`config.mk`:
```
export PLATFORM = sky130hd
export DESIGN_NAME = i2c_master_bit_sequencer
export DESIGN_NICKNAME = d
export VERILOG_FILES = /design/src/rtl/i2cms_pkg.sv /design/src/rtl/i2c_master_bit_sequencer.sv
export SDC_FILE = /design/constraint.sdc
export NUM_CORES = 1
export LEC_CHECK = 0
export BUFFER_PORTS_ARGS = -buffer_cell sky130_fd_sc_hd__buf_2
export CORE_MARGIN = 3
export CORE_UTILIZATION = 35
export DETAILED_ROUTE_END_ITERATION = 12
export PLACE_DENSITY_LB_ADDON = 0.15
export SLEW_MARGIN = 20
export SYNTH_ARGS = -nofsm -noshare
export SYNTH_HDL_FRONTEND = slang
export SYNTH_SLANG_ARGS = --single-unit
```
`constraint.sdc`:
```
create_clock -name clk -period 5.7 [get_ports clk]
set_input_delay 1.425 -clock clk [delete_from_list [all_inputs] [get_ports clk]]
set_output_delay 1.425 -clock clk [all_outputs]
set_load 0.05 [all_outputs]
```
`src/rtl/i2cms_pkg.sv`:
```
// ----------------------------------------------------------------------------
// i2cms_pkg
// Shared constants and codes for the I2C master bit sequencer.
// ----------------------------------------------------------------------------
package i2cms_pkg;

	localparam int HALF_COUNT_WIDTH_DEF = 16;
	localparam int HALF_PERIOD_W        = 16;
	localparam logic [HALF_PERIOD_W-1:0] HALF_PERIOD_RST = 16'd500;

	localparam int CMD_W   = 3;
	localparam int ADDR_W  = 7;
	localparam int BYTE_W  = 8;
	localparam int PADDR_W = 3;
	localparam int PDATA_W = 32;

	typedef enum logic [CMD_W-1:0] {
		ACT_NONE  = 3'd0,
		ACT_BEGIN = 3'd1,
		ACT_WRITE = 3'd2,
		ACT_READ  = 3'd3,
		ACT_STOP  = 3'd4
	} action_t;

	// register index, taken from paddr[2]
	typedef enum logic {
		REG_HALF_PERIOD = 1'b0,
		REG_NONE        = 1'b1
	} reg_idx_t;

	localparam int FLAG_NACK  = 0;
	localparam int FLAG_ABORT = 1;
	localparam int FLAG_OPT   = 2;

endpackage

```
`src/rtl/i2c_master_bit_sequencer.sv`:
```
// ----------------------------------------------------------------------------
// i2c_master_bit_sequencer
// Each result is registered on the clock edge that accepts its tick.
// Throughput: one tick per cycle; a tick is taken while the previous result
// is being collected, so only a stalled full result register holds input off.
// Reset (arst_n low): bus free, sequencer idle, shift registers and flags
// cleared, half period back to 500 ticks.
// ----------------------------------------------------------------------------
// I2C master bit sequencer with 7-bit addressing. Each tick may carry a
// command and carries the sampled SDA level; the sequencer drives open-drain
// SCL and SDA in half-period segments and reports status per tick.
// ----------------------------------------------------------------------------
module i2c_master_bit_sequencer #(
	parameter int HALF_COUNT_WIDTH = i2cms_pkg::HALF_COUNT_WIDTH_DEF
) (
	input  logic                              clk,
	input  logic                              arst_n,

	input  logic                              item_valid,
	output logic                              item_stall,
	input  logic [i2cms_pkg::CMD_W-1:0]       action,
	input  logic [i2cms_pkg::ADDR_W-1:0]      dev_addr,
	input  logic                              read_dir,
	input  logic                              no_start,
	input  logic                              ignore_nak,
	input  logic [i2cms_pkg::BYTE_W-1:0]      wdata,
	input  logic                              send_nack,
	input  logic                              sda_in,

	output logic                              res_valid,
	input  logic                              res_stall,
	output logic                              scl_low,
	output logic                              sda_low,
	output logic                              busy_res,
	output logic                              done_res,
	output logic                              nack_seen,
	output logic                              aborted,
	output logic [i2cms_pkg::BYTE_W-1:0]      rx_data,

	input  logic                              psel,
	input  logic                              penable,
	input  logic                              pwrite,
	input  logic [i2cms_pkg::PADDR_W-1:0]     paddr,
	input  logic [i2cms_pkg::PDATA_W-1:0]     pwdata,
	output logic [i2cms_pkg::PDATA_W-1:0]     prdata,
	output logic                              pready
);
	import i2cms_pkg::*;

	typedef enum logic [4:0] {
		PH_IDLE,
		PH_ST_A, PH_ST_B, PH_ST_C,
		PH_RS_A, PH_RS_B, PH_RS_C, PH_RS_D,
		PH_WB_A, PH_WB_B, PH_WB_C,
		PH_WA_A, PH_WA_B, PH_WA_C,
		PH_RB_A, PH_RB_B, PH_RB_C,
		PH_RA_A, PH_RA_B, PH_RA_C,
		PH_SP_A, PH_SP_B, PH_SP_C
	} phase_t;

	logic [HALF_PERIOD_W-1:0]    half_period_q;
	phase_t                      phase_q, phase_d;
	logic                        bus_held_q, bus_held_d;
	logic [2:0]                  bit_idx_q, bit_idx_d;
	logic [HALF_COUNT_WIDTH-1:0] cnt_q, cnt_d;
	logic [BYTE_W-1:0]           tx_q, tx_d;
	logic [BYTE_W-1:0]           rx_q, rx_d;
	logic [2:0]                  flags_q, flags_d;

	logic                        take;
	logic                        cfg_wr;
	logic [HALF_COUNT_WIDTH-1:0] limit;
	logic [HALF_COUNT_WIDTH:0]   cnt_inc;
	logic                        seg_end;
	logic                        scl_d, sda_d, done_d;
	logic                        tx_bit, ack_drv;

	assign pready     = 1'b1;
	assign cfg_wr     = psel && penable && pwrite && pready;
	assign item_stall = res_valid && res_stall;
	assign take       = item_valid && !item_stall;

	always_comb begin
		prdata = '0;
		if (reg_idx_t'(paddr[2]) == REG_HALF_PERIOD) begin
			prdata = {{(PDATA_W-HALF_PERIOD_W){1'b0}}, half_period_q};
		end
	end

	always_comb begin
		limit = HALF_COUNT_WIDTH'(half_period_q);
		if (limit == '0) begin
			limit = HALF_COUNT_WIDTH'(1);
		end
	end

	always_comb begin
		phase_d    = phase_q;
		bus_held_d = bus_held_q;
		bit_idx_d  = bit_idx_q;
		cnt_d      = cnt_q;
		tx_d       = tx_q;
		rx_d       = rx_q;
		flags_d    = flags_q;
		done_d     = 1'b0;
		scl_d      = 1'b0;
		sda_d      = 1'b0;

		// command launch from idle
		if (phase_q == PH_IDLE) begin
			case (action)
				ACT_BEGIN: begin
					tx_d       = {dev_addr, read_dir};
					flags_d    = {ignore_nak, 2'b00};
					bit_idx_d  = 3'd7;
					cnt_d      = '0;
					bus_held_d = 1'b1;
					if (!bus_held_q) begin
						phase_d = PH_ST_A;
					end else if (no_start) begin
						phase_d = PH_WB_A;
					end else begin
						phase_d = PH_RS_A;
					end
				end
				ACT_WRITE: begin
					if (bus_held_q) begin
						tx_d      = wdata;
						flags_d   = {ignore_nak, 2'b00};
						bit_idx_d = 3'd7;
						cnt_d     = '0;
						phase_d   = PH_WB_A;
					end
				end
				ACT_READ: begin
					if (bus_held_q) begin
						rx_d      = '0;
						flags_d   = {send_nack, 2'b00};
						bit_idx_d = 3'd7;
						cnt_d     = '0;
						phase_d   = PH_RB_A;
					end
				end
				ACT_STOP: begin
					if (bus_held_q) begin
						flags_d = '0;
						cnt_d   = '0;
						phase_d = PH_SP_A;
					end
				end
				default: ;
			endcase
		end

		// line drive of the segment in progress
		tx_bit  = tx_d[bit_idx_d];
		ack_drv = !flags_d[FLAG_OPT];
		unique case (phase_d) inside
			PH_ST_A, PH_RS_B, PH_WA_B, PH_RB_B, PH_SP_C: begin
				scl_d = 1'b0; sda_d = 1'b0;
			end
			PH_ST_B, PH_RS_C, PH_SP_B: begin
				scl_d = 1'b0; sda_d = 1'b1;
			end
			PH_ST_C, PH_RS_D, PH_SP_A: begin
				scl_d = 1'b1; sda_d = 1'b1;
			end
			PH_RS_A, PH_WA_A, PH_WA_C, PH_RB_A, PH_RB_C: begin
				scl_d = 1'b1; sda_d = 1'b0;
			end
			PH_WB_A, PH_WB_C: begin
				scl_d = 1'b1; sda_d = !tx_bit;
			end
			PH_WB_B: begin
				scl_d = 1'b0; sda_d = !tx_bit;
			end
			PH_RA_A, PH_RA_C: begin
				scl_d = 1'b1; sda_d = ack_drv;
			end
			PH_RA_B: begin
				scl_d = 1'b0; sda_d = ack_drv;
			end
			default: begin
				scl_d = bus_held_d; sda_d = 1'b0;
			end
		endcase

		// half-period timing and segment advance
		cnt_inc = {1'b0, cnt_d} + {{HALF_COUNT_WIDTH{1'b0}}, 1'b1};
		seg_end = cnt_inc >= {1'b0, limit};
		if (phase_d != PH_IDLE) begin
			if (seg_end) begin
				cnt_d = '0;
				unique case (phase_d) inside
					PH_ST_A: phase_d = PH_ST_B;
					PH_ST_B: phase_d = PH_ST_C;
					PH_RS_A: phase_d = PH_RS_B;
					PH_RS_B: phase_d = PH_RS_C;
					PH_RS_C: phase_d = PH_RS_D;
					PH_ST_C, PH_RS_D: begin
						bit_idx_d = 3'd7;
						phase_d   = PH_WB_A;
					end
					PH_WB_A: phase_d = PH_WB_B;
					PH_WB_B: phase_d = PH_WB_C;
					PH_WB_C: begin
						if (bit_idx_d == 3'd0) begin
							phase_d = PH_WA_A;
						end else begin
							bit_idx_d = bit_idx_d - 3'd1;
							phase_d   = PH_WB_A;
						end
					end
					PH_WA_A: phase_d = PH_WA_B;
					PH_WA_B: begin
						if (sda_in) begin
							flags_d[FLAG_NACK] = 1'b1;
						end
						phase_d = PH_WA_C;
					end
					PH_WA_C: begin
						if (flags_d[FLAG_NACK] && !flags_d[FLAG_OPT]) begin
							flags_d[FLAG_ABORT] = 1'b1;
							phase_d = PH_SP_A;
						end else begin
							phase_d = PH_IDLE;
							done_d  = 1'b1;
						end
					end
					PH_RB_A: phase_d = PH_RB_B;
					PH_RB_B: begin
						rx_d    = {rx_d[BYTE_W-2:0], sda_in};
						phase_d = PH_RB_C;
					end
					PH_RB_C: begin
						if (bit_idx_d == 3'd0) begin
							phase_d = PH_RA_A;
						end else begin
							bit_idx_d = bit_idx_d - 3'd1;
							phase_d   = PH_RB_A;
						end
					end
					PH_RA_A: phase_d = PH_RA_B;
					PH_RA_B: phase_d = PH_RA_C;
					PH_RA_C: begin
						phase_d = PH_IDLE;
						done_d  = 1'b1;
					end
					PH_SP_A: phase_d = PH_SP_B;
					PH_SP_B: phase_d = PH_SP_C;
					PH_SP_C: begin
						bus_held_d = 1'b0;
						phase_d    = PH_IDLE;
						done_d     = 1'b1;
					end
					default: phase_d = PH_IDLE;
				endcase
			end else begin
				cnt_d = cnt_inc[HALF_COUNT_WIDTH-1:0];
			end
		end
	end

	always_ff @(posedge clk or negedge arst_n) begin
		if (!arst_n) begin
			half_period_q <= HALF_PERIOD_RST;
			phase_q       <= PH_IDLE;
			bus_held_q    <= 1'b0;
			bit_idx_q     <= '0;
			cnt_q         <= '0;
			tx_q          <= '0;
			rx_q          <= '0;
			flags_q       <= '0;
			res_valid     <= 1'b0;
			scl_low       <= 1'b0;
			sda_low       <= 1'b0;
			busy_res      <= 1'b0;
			done_res      <= 1'b0;
		end else begin
			if (cfg_wr && reg_idx_t'(paddr[2]) == REG_HALF_PERIOD) begin
				half_period_q <= pwdata[HALF_PERIOD_W-1:0];
			end
			if (take) begin
				phase_q    <= phase_d;
				bus_held_q <= bus_held_d;
				bit_idx_q  <= bit_idx_d;
				cnt_q      <= cnt_d;
				tx_q       <= tx_d;
				rx_q       <= rx_d;
				flags_q    <= flags_d;
				res_valid  <= 1'b1;
				scl_low    <= scl_d;
				sda_low    <= sda_d;
				busy_res   <= (phase_d != PH_IDLE);
				done_res   <= done_d;
			end else if (!res_stall) begin
				res_valid <= 1'b0;
			end
		end
	end

	assign nack_seen = flags_q[FLAG_NACK];
	assign aborted   = flags_q[FLAG_ABORT];
	assign rx_data   = rx_q;

	a_done_not_busy: assert property (@(posedge clk) disable iff (!arst_n)
		res_valid && done_res |-> !busy_res)
		else $error("done reported while still busy");

	a_abort_has_nack: assert property (@(posedge clk) disable iff (!arst_n)
		aborted |-> nack_seen)
		else $error("abort flagged without a NACK");

	a_abort_frees_bus: assert property (@(posedge clk) disable iff (!arst_n)
		res_valid && done_res && aborted |-> !bus_held_q)
		else $error("aborted command left the bus held");

	a_idle_count_clear: assert property (@(posedge clk) disable iff (!arst_n)
		phase_q == PH_IDLE |-> cnt_q == '0)
		else $error("half-period counter running while idle");

endmodule
```
==> flow_metrics.env <==
export IMPL_hold_viol_final=0
export IMPL_grt_max_degree=66
export IMPL_cp_max_fo=11
export IMPL_viasPerCell=5.54
export IMPL_fillCellCount=1361
export IMPL_drive_above_1_share_pct=26.5
export IMPL_switchingPower_uw=1060
export IMPL_hold_path_class="reg -> reg"
export IMPL_routed_wirelength_um=14300
export IMPL_placed_area_mm2=0.00549
export IMPL_period_minus_slack_ns=5.37
export IMPL_numCtsBuffers=9
export IMPL_die_h_um=123
export IMPL_grt_total_usage_pct=19.5
export IMPL_slew_headroom_pct=32.1
export IMPL_cp_end_kind="flip-flop"
export IMPL_worstSetupStartpoint="action[2]"
export IMPL_grt_pass1_vias=4584
export IMPL_grt_pass1_wl_um=23200
export IMPL_vias=4633
export IMPL_clk_pin_slew_ns=0.06
export IMPL_drt_iter0_drc=270
export IMPL_clock_fmax_mhz=186
export IMPL_io_buffer_count=78
export IMPL_power_leakage_uw=0.00271
export IMPL_ys_warnings_count=0
export IMPL_die_w_um=123
export IMPL_swShare_pct=45.1
export IMPL_numClockSinks=65
export IMPL_min_period_over_period_pct=94.3
export IMPL_final_setup_tns_ns=0
export IMPL_gp_congestion=0.903
export IMPL_finalClockSkew_ns=0.00723
export IMPL_outcome="finished clean"
export IMPL_final_cell_mix="buf_2, nand2_1, dfrtp_1, nor2_1, buf_4"
export IMPL_drc_errors=0
export IMPL_synth_distinct_cells=71
export IMPL_cts_root_buf="clkbuf_16"
export IMPL_syn_inst=556
export IMPL_setup_slack_ns=0.328
export IMPL_required_ns=5.90
export IMPL_clkPwrFrac_pct=23.9
export IMPL_p_int_uw=1290
export IMPL_cp_arrival_ns=5.57
export IMPL_synth_flop_cell="dfrtp_1"
export IMPL_r2r_start="phase_q[0]$_DFFE_PN0P_"
export IMPL_wire_per_inst_um=17.1
export IMPL_htree_num_levels=3
export IMPL_power_frac_comb_pct=48.8
export IMPL_stdcell_area_mm2=0.00580
export IMPL_cap_viol_max_count=0
export IMPL_avgSynthCellArea_um2=8.60
export IMPL_pre_cts_ws_ns=0.0322
export IMPL_clockBufferDepth=2
export IMPL_diodes=0
export IMPL_hold_path_startpoint="bit_idx_q[1]$_DFFE_PN0P_"
export IMPL_final_common_cell="buf_2"
export IMPL_rrSetupSlack_ns=0.94
export IMPL_synthArstFlopShare_pct=100
export IMPL_multi_input_area_mm2=0.00289
export IMPL_coreArea_mm2=0.0133
export IMPL_initial_utilization_pct=36.0
export IMPL_slew_viol_final=0
export IMPL_hold_buffers=0
export IMPL_ir_drop_mv=0.196
export IMPL_synth_seq_area_share_pct=34.2
export IMPL_rsz0062_at_grt="no"
export IMPL_power_frac_seq_pct=27.3
export IMPL_nNetsFinal=739
export IMPL_insertion_delay_ns=0.34
export IMPL_gr_total_overflow=0
export IMPL_first_pass_iters=5
export IMPL_grt_antenna_before_repair=0
export IMPL_rows=42
export IMPL_p_per_area_mw_per_mm2=404
export IMPL_critPathLaunchType="input pin"
export IMPL_ys_seq_elements=65
export IMPL_syn_cell_area_mm2=0.00478
export IMPL_synth_edf_count=0
export IMPL_area_delta_synth_final_pct=21.4
export IMPL_worstSetupPathType="in -> reg"
export IMPL_ant_nets=0
export IMPL_hpwl_um=10700
export IMPL_cts_tree="built"
export IMPL_die_area_mm2=0.0151
export IMPL_setup_viol=0
export IMPL_ff_latch_area_mm2=0.00163
export IMPL_io_pins=114
export IMPL_max_slew_worst_pin_slew_ns=1.02
==> path summary, 6_finish.rpt <==
path | endpoint | cells after the start
max | busy_res$_DFFE_PN0P_ | 23
min | bit_idx_q[1]$_DFFE_PN0P_ | 2
max reg2reg | busy_res$_DFFE_PN0P_ | 22
min reg2reg | bit_idx_q[1]$_DFFE_PN0P_ | 2
max in group asynchronous | tx_q[0]$_DFFE_PN0P_ | 2
min in group asynchronous | cnt_q[10]$_DFFE_PN0P_ | 2
==> sequential cells by signal, summed over array words and instances, names as in the netlist <==
signal and count:
half_period_q 16, phase_q 5, sda_low 1, flags_q 3, tx_q 8, rx_data 8
bus_held_q 1, busy_res 1, cnt_q 16, scl_low 1, res_valid 1, bit_idx_q 3
done_res 1
==> repair_timing <==
item	in CTS	in global routing
setup endpoints to repair	0	2
resized for setup	0	2
endpoints found under the hold margin	0	0
buffers inserted	0	1
==> power by group through the flow <==
stage	clock network, µW	registers, µW	logic, µW
3_5_place_dp	0	647	1130
6_report	559	640	1140
2_1_floorplan	0	657	785
3_3_place_gp	0	644	1120
5_1_grt	594	654	1250
4_1_cts	573	639	1130
==> critical path, cell delays in order <==
cell       delay, ns
buf_2           0.10
buf_4           0.17
nand4bb_1       0.12
and3_1          0.22
nand2b_1        0.20
and2_1          0.18
ha_1            0.18
nand4_1         0.17
nor2_1          0.19
nand2_1         0.09
nor2_1          0.13
and4_1          0.24
xnor2_1         0.16
ha_1            0.29
and4_1          0.21
a21o_1          0.18
o211ai_1        0.22
o311a_1         0.29
a21oi_1         0.09
buf_4           0.15
o21bai_2        0.19
a22oi_1         0.22
a41oi_1         0.14
==> per-stage QoR <==
step	instances	util [%]	hold slack, ns	power [µW]
CTS	835	43.5	0.486	2350
global placement	819	41.3	0.465	1760
floorplan	571	-	0.442	1440
global route	836	43.6	0.504	2500
detailed placement	819	41.3	0.474	1770
finish	836	43.6	0.481	2340
==> final cells by class <==
class	instances	share of cell area (%)
Clock buffer	9	3.88
Clock inverter	7	1.21
Inverter	22	1.42
Multi-Input combinational cell	440	49.8
Sequential cell	65	28.2
Tap cell	176	3.79
Timing Repair Buffer	117	11.8
==> routing by layer <==
metal / track usage (%) / wire length (µm) / vias to the layer above
met4: 7.49 / 308 / 0
met2: 30.3 / 6440 / 122
met1: 27.4 / 6850 / 2273
met3: 2.90 / 741 / 23
met5: 0 / 0 / -
li1: - / - / 2215
==> synth_stat cells (all sizes together), types with 4 or more instances <==
library cell	n	area share, %
nor4	7	1.5
a211oi	5	0.79
o31ai	4	0.92
nor2	57	4.5
inv	22	1.7
nand3	25	2.6
nor3	11	1.3
ha	19	5.0
nand4	12	1.6
a21oi	27	2.8
mux2i	4	0.84
and2	4	0.52
a22o	20	3.7
dfrtp	59	31
xor2	9	1.6
nor2b	5	0.65
clkbuf	17	1.3
mux2	19	4.5
a31oi	6	0.79
a21o	4	0.63
nand2b	4	0.52
buf	27	3.8
o21ai	36	3.8
nand2	64	5.3
dfstp	6	3.3
a22oi	13	2.0
xnor2	7	1.3
==> cell families (layout without fill, tap and decap cells) <==
family                   after synthesis  after routing  synth area share [%]
AO/OA/AOI/OAI                        155            155                  23.6
XOR/XNOR                              16             16                  2.93
adder cells (fa/ha/maj)               19             19                  4.97
buffers and inverters                 66            155                  6.88
flip-flops                            65             65                  34.2
multiplexers                          23             23                  5.31
other                                  2             17                 0.157
AND/OR/NAND/NOR                      210            210                  22.0
(Power assumes the default switching activity.)
